**src/ptt_pkg.sv**
```systemverilog
`default_nettype none
package ptt_pkg;
   localparam int unsigned NumSlotsDefault = 16;
   localparam int unsigned SlotOutW = 4;
   localparam int unsigned ResultLimit = 16;

   typedef enum logic [1:0] {
      OP_TICK  = 2'd0,
      OP_START = 2'd1,
      OP_STOP  = 2'd2,
      OP_QUERY = 2'd3
   } op_type;

   typedef enum logic [1:0] {
      RK_STARTED = 2'd0,
      RK_FULL    = 2'd1,
      RK_ANSWER  = 2'd2,
      RK_FIRED   = 2'd3
   } kind_type;

   typedef struct packed {
      logic [63:0] deadline;
      logic [31:0] period;
      logic        repeat_mode;
      logic [31:0] argument;
   } slot_entry_type;
endpackage
`default_nettype wire

```
**src/periodic_timer_table.sv**
```systemverilog
`default_nettype none
// channel   direction  fields
// req_      in         tdata {slot_number, user_argument, repeat_mode, period_ticks, operation}
// rsp_      out        tdata {fired_argument, answer_flag, result_slot, result_kind}, tlast
// Start, stop and query pass S_START or S_ANS, then S_OUT (held by a result stall), before ready.
// A tick scans the slot memory in S_SCAN_RD and S_SCAN (one read port, one slot a cycle).
// Each firing slot adds a fetch, an update, the output of the previous firing and the next
// search; the first has no output, and the final result is output after the last search.
// Reset clears time and the in-use bits; slot data memory is not cleared.
// A stalled result is held in the output register; no new request is taken meanwhile.
module periodic_timer_table
   import ptt_pkg::*;
#(
   parameter int unsigned NUM_SLOTS = NumSlotsDefault
) (
   input  wire logic        clock,
   input  wire logic        reset,
   input  wire logic        req_tvalid,
   output logic             req_tready,
   // [1:0] operation, [33:2] period_ticks, [34] repeat_mode,
   // [66:35] user_argument, [70:67] slot_number, [71] zero
   input  wire logic [71:0] req_tdata,
   output logic             rsp_tvalid,
   input  wire logic        rsp_tready,
   // [1:0] result_kind, [5:2] result_slot, [6] answer_flag, [38:7] fired_argument,
   // [39] zero
   output logic [39:0]      rsp_tdata,
   output logic             rsp_tlast
);
   localparam int unsigned AW = (NUM_SLOTS > 1) ? $clog2(NUM_SLOTS) : 1;
   localparam int unsigned CW = $clog2(NUM_SLOTS + 1);
   localparam int unsigned NW = $clog2(ResultLimit + 1);

   typedef enum logic [3:0] {
      S_IDLE, S_START, S_ANS, S_SCAN_RD, S_SCAN, S_FIRE_RD, S_FIRE, S_FIRE_WR, S_OUT
   } state_type;

   state_type        state_ff;
   logic [63:0]      time_ff;
   logic [NUM_SLOTS-1:0] use_ff, done_ff;
   op_type           op_ff;
   logic [31:0]      period_ff, arg_ff;
   logic             rep_ff;
   logic [3:0]       sn_ff;
   logic [CW-1:0]    idx_ff;
   logic             found_ff;
   logic [AW-1:0]    best_ff;
   logic [63:0]      bestdl_ff;
   logic [NW-1:0]    nfired_ff;
   logic             more_ff;
   logic [AW-1:0]    hold_slot_ff;
   logic [31:0]      hold_arg_ff;

   logic             wr_en;
   logic [AW-1:0]    wr_addr, rd_addr;
   slot_entry_type   wr_data, rd_data;

   logic [AW-1:0]    free_idx;
   logic             free_any;
   logic [AW-1:0]    scan_addr;
   logic             sn_in;

   assign scan_addr = idx_ff[AW-1:0];
   assign sn_in = ({{(32-4){1'b0}}, sn_ff} < NUM_SLOTS) && use_ff[AW'(sn_ff)];

   always_comb begin
      free_any = 1'b0;
      free_idx = '0;
      for (int i = NUM_SLOTS - 1; i >= 0; i--) begin
         if (!use_ff[i]) begin
            free_any = 1'b1;
            free_idx = AW'(i);
         end
      end
   end

   ptt_slot_ram #(.NUM_SLOTS(NUM_SLOTS)) u_ram (
      .clock  (clock),
      .wr_en  (wr_en),
      .wr_addr(wr_addr),
      .wr_data(wr_data),
      .rd_addr(rd_addr),
      .rd_data(rd_data)
   );

   always_comb begin
      wr_en   = 1'b0;
      wr_addr = best_ff;
      wr_data = rd_data;
      rd_addr = scan_addr;
      if (state_ff == S_START && free_any) begin
         wr_en   = 1'b1;
         wr_addr = free_idx;
         wr_data.deadline    = time_ff + {32'd0, period_ff};
         wr_data.period      = period_ff;
         wr_data.repeat_mode = rep_ff;
         wr_data.argument    = arg_ff;
      end else if (state_ff == S_FIRE_WR) begin
         wr_en = rd_data.repeat_mode && (rd_data.period != 32'd0);
         wr_data.deadline = rd_data.deadline + {32'd0, rd_data.period};
      end
      if (state_ff == S_FIRE_RD || state_ff == S_FIRE || state_ff == S_FIRE_WR) begin
         rd_addr = best_ff;
      end
   end

   assign req_tready = (state_ff == S_IDLE);

   always_ff @(posedge clock) begin
      if (reset) begin
         state_ff   <= S_IDLE;
         time_ff    <= '0;
         use_ff     <= '0;
         rsp_tvalid <= 1'b0;
      end else begin
         case (state_ff)
            S_IDLE: begin
               if (req_tvalid) begin
                  op_ff     <= op_type'(req_tdata[1:0]);
                  period_ff <= req_tdata[33:2];
                  rep_ff    <= req_tdata[34];
                  arg_ff    <= req_tdata[66:35];
                  sn_ff     <= req_tdata[70:67];
                  case (op_type'(req_tdata[1:0]))
                     OP_TICK: begin
                        time_ff   <= time_ff + 64'd1;
                        done_ff   <= '0;
                        nfired_ff <= '0;
                        idx_ff    <= '0;
                        found_ff  <= 1'b0;
                        state_ff  <= S_SCAN_RD;
                     end
                     OP_START: state_ff <= S_START;
                     default:  state_ff <= S_ANS;
                  endcase
               end
            end
            S_START: begin
               rsp_tvalid <= 1'b1;
               rsp_tlast  <= 1'b1;
               if (free_any) begin
                  use_ff[free_idx] <= 1'b1;
                  rsp_tdata <= {1'b0, 32'd0, 1'b0, SlotOutW'(free_idx), RK_STARTED};
               end else begin
                  rsp_tdata <= {1'b0, 32'd0, 1'b0, 4'd0, RK_FULL};
               end
               more_ff  <= 1'b0;
               state_ff <= S_OUT;
            end
            S_ANS: begin
               rsp_tvalid <= 1'b1;
               rsp_tlast  <= 1'b1;
               rsp_tdata  <= {1'b0, 32'd0, sn_in, sn_ff, RK_ANSWER};
               if (sn_in && op_ff == OP_STOP) begin
                  use_ff[AW'(sn_ff)] <= 1'b0;
               end
               more_ff  <= 1'b0;
               state_ff <= S_OUT;
            end
            S_SCAN_RD: begin
               idx_ff   <= idx_ff + CW'(1);
               state_ff <= S_SCAN;
            end
            S_SCAN: begin
               // rd_data belongs to slot idx_ff-1
               if (use_ff[AW'(idx_ff - CW'(1))] && !done_ff[AW'(idx_ff - CW'(1))] &&
                   rd_data.deadline <= time_ff &&
                   (!found_ff || rd_data.deadline < bestdl_ff)) begin
                  found_ff  <= 1'b1;
                  best_ff   <= AW'(idx_ff - CW'(1));
                  bestdl_ff <= rd_data.deadline;
               end
               if (idx_ff == CW'(NUM_SLOTS)) begin
                  state_ff <= S_FIRE_RD;
               end else begin
                  idx_ff <= idx_ff + CW'(1);
               end
            end
            S_FIRE_RD: begin
               if (!found_ff) begin
                  if (nfired_ff != '0) begin
                     rsp_tdata  <= {1'b0, hold_arg_ff, 1'b0, SlotOutW'(hold_slot_ff),
                                    RK_FIRED};
                     rsp_tlast  <= 1'b1;
                     rsp_tvalid <= 1'b1;
                     more_ff    <= 1'b0;
                     state_ff   <= S_OUT;
                  end else begin
                     state_ff <= S_IDLE;
                  end
               end else begin
                  state_ff <= S_FIRE;
               end
            end
            S_FIRE: state_ff <= S_FIRE_WR;
            S_FIRE_WR: begin
               done_ff[best_ff] <= 1'b1;
               if (!(rd_data.repeat_mode && rd_data.period != 32'd0)) begin
                  use_ff[best_ff] <= 1'b0;
               end
               // hold this firing until the next search decides tlast
               hold_slot_ff <= best_ff;
               hold_arg_ff  <= rd_data.argument;
               nfired_ff    <= nfired_ff + NW'(1);
               idx_ff       <= '0;
               found_ff     <= 1'b0;
               if (nfired_ff != '0) begin
                  rsp_tdata  <= {1'b0, hold_arg_ff, 1'b0, SlotOutW'(hold_slot_ff),
                                 RK_FIRED};
                  rsp_tlast  <= 1'b0;
                  rsp_tvalid <= 1'b1;
                  more_ff    <= 1'b1;
                  state_ff   <= S_OUT;
               end else if (nfired_ff + NW'(1) == NW'(ResultLimit)) begin
                  state_ff <= S_FIRE_RD;
               end else begin
                  state_ff <= S_SCAN_RD;
               end
            end
            S_OUT: begin
               if (rsp_tready) begin
                  rsp_tvalid <= 1'b0;
                  if (!more_ff) begin
                     state_ff <= S_IDLE;
                  end else if (nfired_ff == NW'(ResultLimit)) begin
                     state_ff <= S_FIRE_RD;
                  end else begin
                     state_ff <= S_SCAN_RD;
                  end
               end
            end
            default: state_ff <= S_IDLE;
         endcase
      end
   end
endmodule
`default_nettype wire

```
**src/ptt_slot_ram.sv**
```systemverilog
`default_nettype none
module ptt_slot_ram
   import ptt_pkg::*;
#(
   parameter int unsigned NUM_SLOTS = NumSlotsDefault,
   localparam int unsigned AW = (NUM_SLOTS > 1) ? $clog2(NUM_SLOTS) : 1
) (
   input  wire logic           clock,
   input  wire logic           wr_en,
   input  wire logic [AW-1:0]  wr_addr,
   input  wire slot_entry_type wr_data,
   input  wire logic [AW-1:0]  rd_addr,
   output slot_entry_type      rd_data
);
   slot_entry_type mem [NUM_SLOTS];

   always_ff @(posedge clock) begin
      if (wr_en) begin
         mem[wr_addr] <= wr_data;
      end
      rd_data <= mem[rd_addr];
   end
endmodule
`default_nettype wire

```
**config.mk**
```make
export PLATFORM = sky130hd
export DESIGN_NAME = periodic_timer_table
export DESIGN_NICKNAME = d
export VERILOG_FILES = /design/src/ptt_pkg.sv /design/src/periodic_timer_table.sv /design/src/ptt_slot_ram.sv
export SDC_FILE = /design/constraint.sdc
export NUM_CORES = 2
export LEC_CHECK = 0
export ABC_CLOCK_PERIOD_IN_PS = 23300
export BUFFER_PORTS_ARGS = -buffer_cell sky130_fd_sc_hd__buf_2
export CAP_MARGIN = 20
export CORE_ASPECT_RATIO = 1.2
export CORE_MARGIN = 3
export CORE_UTILIZATION = 68
export CTS_CLUSTER_DIAMETER = 50
export CTS_CLUSTER_SIZE = 16
export DETAILED_ROUTE_END_ITERATION = 8
export PLACE_DENSITY = 0.85
export SLEW_MARGIN = 10
export SYNTH_ARGS = -nofsm -noshare
export SYNTH_HDL_FRONTEND = slang
export SYNTH_SLANG_ARGS = --single-unit
```
**constraint.sdc**
```tcl
create_clock -name clock -period 23.3 [get_ports clock]
set_input_delay 2.33 -clock clock [delete_from_list [all_inputs] [get_ports clock]]
set_output_delay 2.33 -clock clock [all_outputs]
set_load 0.05 [all_outputs]
```
==> results.md <==
- Drt pass-1 iters: 7
- Fin nets: 6,542
- Sw Pwr: 4310 uW
- Clock Pin Slew Worst Setup and Hold Paths: 70 ps
- Post-synth top area share: 67.2%
- Worst Hold Class: reg2reg
- Num CTS Buffers: between 150 and 200
- Max frequency: 129 MHz
- Compound-gate portion of the synthesized area: 4.80%
- Setup TNS: 0 ps
- Number of fillers in the final layout: 7,890
- Chip width: approximately 360 microns
- Post-synth ARST share: 0%
- Max clock buf depth: 3
- Most frequent cell after synthesis: edfxtp_1
- Cell variety after synth: 84
- Net Count, Synth: 6,393
- Area Growth Syn to Fin: 8.94%
- Required time of the critical path: between 20,000 and 25,000 ps
- Post-CTS Setup Bufs: 0
- Skew final: roughly 38 ps
- Arrival @ worst endpoint: 8410 ps
- Vias in the first global route: approximately 61,000
- CP endpoint kind: flop
- Post-synthesis sequential area ratio: 71.4%
- Leak: 0.0371 uW
- Ranking of synthesized cells by area: edfxtp_1 (67%), mux4_2 (11%), dfxtp_1 (4.2%)
- Mapped cell area: roughly 100,000 sq um
- Pwr Total: around 13,000 uW
- Starting Density: 68.8%
- Largest area contributor in the netlist: edfxtp_1
- Launch point of the worst reg-to-reg path: state_ff[1]$_SDFFE_PP0P_
- Non-filler cells, final: 8,377
- Synth warn: 0
- Gr ovfl total: 0
- Final Slew Violations: 0
- DRC: 0
- Initial drt markers: 8,963
- CP Cell Sequence: nor2_1 -> nor2_2 -> mux2i_4 -> buf_4 -> buf_4 -> buf_4 -> buf_4 -> buf_4 -> mux4_2 -> and2_1 -> a211oi_1 -> a31oi_1
- Initial antenna violation count: 4
- Combinational share of power: 27.2%
- Clock group share of total power: 24.4%
- Final GP Congestion: roughly 0.96
- Mapped Avg Cell Area: 16.8 sq um
- Top cells by count, synth: edfxtp_1 (2,307), nand2_1 (689), mux4_2 (513)
- Startpoint type of the worst setup path: flop
- Cell Rows: ~160
- Max_cap viols: 0
- CP Capture Point: u_ram.rd_data[30]$_DFF_P_
- Port-buffer cells: about 120
- Multi-input gate area: around 28,000 sq um
- Final Cycle Share: 33.3%
- Pwr Density: roughly 120 nW/um^2
- Slew Limit Headroom: 20.0%
- Reg power frac: between 40% and 50%
- Dpl cells: about 8,000
- Clk sinks: 2,521
- Area share of and/or/nand/nor cells after synthesis: ~6.6%
- Cell count after synthesis: 6,118
- Crit-path max FO: 47
- Die Ht: 432 microns
- Peak VDD IR: ~0.11 mV
- Top Ports: ~120
- Final setup fails: 0
- Later-pin clock latency in the skew report: roughly 870 ps
- Status: finished clean
- Flop2flop setup slack: 15,550 ps
- Crit-path most repeated cell: buf_4
- Total Die Area: 156,000 sq um
- First-pass GRT wire length: slightly below 400,000 microns
- CP Launch Point: state_ff[1]$_SDFFE_PP0P_
- Worst Tran Pin Value: around 1200 ps
- RSZ-0062 raised after global routing: false
- RR Endpoint: u_ram.rd_data[30]$_DFF_P_
- Post-synth EDFFs: 2,307
- Slowest stage delay, CP: 890 ps
- Final min period: 7750 ps
- CTS tree: done
- Routed len/inst: 32.2 microns
- R2R cell count: 12
- Hold_buf cts: 0
- Sw frac: between 30 and 40%
- Main flop type after synthesis: edfxtp_1
- All-Layer GR Usage: 34.8%
- Vias: 60,800
- Post-synthesis adder-cell area fraction: 2.43%
- Yosys reg bits: ~2,500
- Crit-path slowest cell: mux2i_4
- Layout cells sized above 1: 16.9%
- Core Box Area: 150,000 sq um
- Largest net degree at the start of global routing: approximately 150
- Routed Antenna Nets: 0
- CTS root buffer: clkbuf_16
- Post-cts repair resize count: 0
- Fin. Hold Viols: 0
- WL final: approximately 270,000 microns
- DP HPWL: 136,000 microns
- Mux contribution to synthesized area: about 12%
- CTS HTree Levels: 4
- Drt via density: 7.25
- Synth Area in XOR/XNOR: 1.39%
- Setup CP Type: reg2reg
- Register area: 73,600 sq um
- Largest family of logic cells by synthesized area: multiplexers
- Total internal power: 8890 uW
==> logic make-up (layout without fill, tap and decap cells) <==
family                   Yosys count  in the layout
AO/OA/AOI/OAI                    757            757
multiplexers                     552            552
buffers and inverters            465            759
adder cells (fa/ha/maj)          199            199
other                              1              4
XOR/XNOR                         164            164
flip-flops                      2521           2521
AND/OR/NAND/NOR                 1459           1459
==> layout by cell type, fill, tap and decap left out, drive strengths merged, types with 9 or more instances in the layout <==
cell and instances:
o21bai 10, nand2 689, mux4 513, and3 64
edfxtp 2307, xor2 52, a22oi 9, a311oi 11
inv 185, nand4 68, nor3b 9, clkbuf 294
a211oi 147, nor3 76, o21ai 91, o21a 16
clkinv 30, dfxtp 214, nor2 198, a21o 59
nor4 23, a2111oi 9, a221oi 10, mux2i 36
nand3 91, a21oi 161, xnor2 112, or3 22
ha 197, nor2b 20, and4 11, buf 240
nand2b 14, a31oi 165, and2 144
==> flip-flops by register name (all words and copies together), names as in the netlist, 32 cells and up <==
| signal | cells |
|---|---|
| time_ff | 64 |
| hold_arg_ff | 32 |
| u_ram.rd_data | 129 |
| period_ff | 32 |
| bestdl_ff | 64 |
| arg_ff | 32 |
| rsp_tdata | 39 |
| u_ram.mem | 2064 |
==> area by class of cell <==
class | instances | area share [%]
multi-input combinational | 3132 | 24.9
clock buffer | 284 | 4.67
sequential | 2521 | 65.5
tap | 1962 | 2.19
clock inverter | 55 | 0.572
antenna | 3 | 0.00669
timing repair buffer | 250 | 1.55
inverter | 170 | 0.568
==> worst max-delay path, delay by kind of cell (launching register included) <==
| family | cells | cell delay [ps] |
|---|---|---|
| AOI/OAI and AO/OA | 2 | 440 |
| muxes | 2 | 1500 |
| DFF | 1 | 630 |
| and+or+nand+nor | 3 | 940 |
| buffers and inverters | 5 | 3800 |
==> per-layer routing <==
layer | GRT usage, % | vias up | part of all wire [%]
li1 | - | 24300 | -
met3 | 7.11 | 1007 | 11
met4 | 18.2 | 2 | 5.6
met2 | 55.6 | 5042 | 49
met1 | 46.1 | 30400 | 34
met5 | 0 | - | 0.0048
==> through the flow <==
stage / cell area [sq um] / hold slack, ps / util, % / worst slack, ps
global route: 112000 / 441 / 75.0 / 14820
finish: 112000 / 437 / 75.0 / 15550
global placement: 106000 / 415 / 70.9 / 15710
floorplan: 103000 / 408 / - / 12100
detailed placement: 106000 / 418 / 70.9 / 15560
CTS: 112000 / 424 / 74.8 / 15380
==> power by group through the flow <==
stage	Combinational [uW]	Clock [uW]	Sequential (uW)
2_1_floorplan	2340	0	6340
3_3_place_gp	3160	0	6440
3_5_place_dp	3340	0	6450
4_1_cts	3450	3240	6370
5_1_grt	3840	3380	6390
6_report	3590	3220	6380
==> worst min-delay path by stage <==
stage	start	end	slack, ps	depth (start not counted)
after floorplan	u_ram.rd_data[0]$_DFF_P_	hold_arg_ff[0]$_DFFE_PP_	410	0
after global placement	u_ram.rd_data[13]$_DFF_P_	hold_arg_ff[13]$_DFFE_PP_	420	0
after CTS	u_ram.rd_data[19]$_DFF_P_	hold_arg_ff[19]$_DFFE_PP_	420	0
final	u_ram.rd_data[19]$_DFF_P_	hold_arg_ff[19]$_DFFE_PP_	440	0
after global routing	u_ram.rd_data[19]$_DFF_P_	hold_arg_ff[19]$_DFFE_PP_	440	0
after detailed placement	u_ram.rd_data[13]$_DFF_P_	hold_arg_ff[13]$_DFFE_PP_	420	0
No activity file was read; power rests on OpenSTA's default activity.
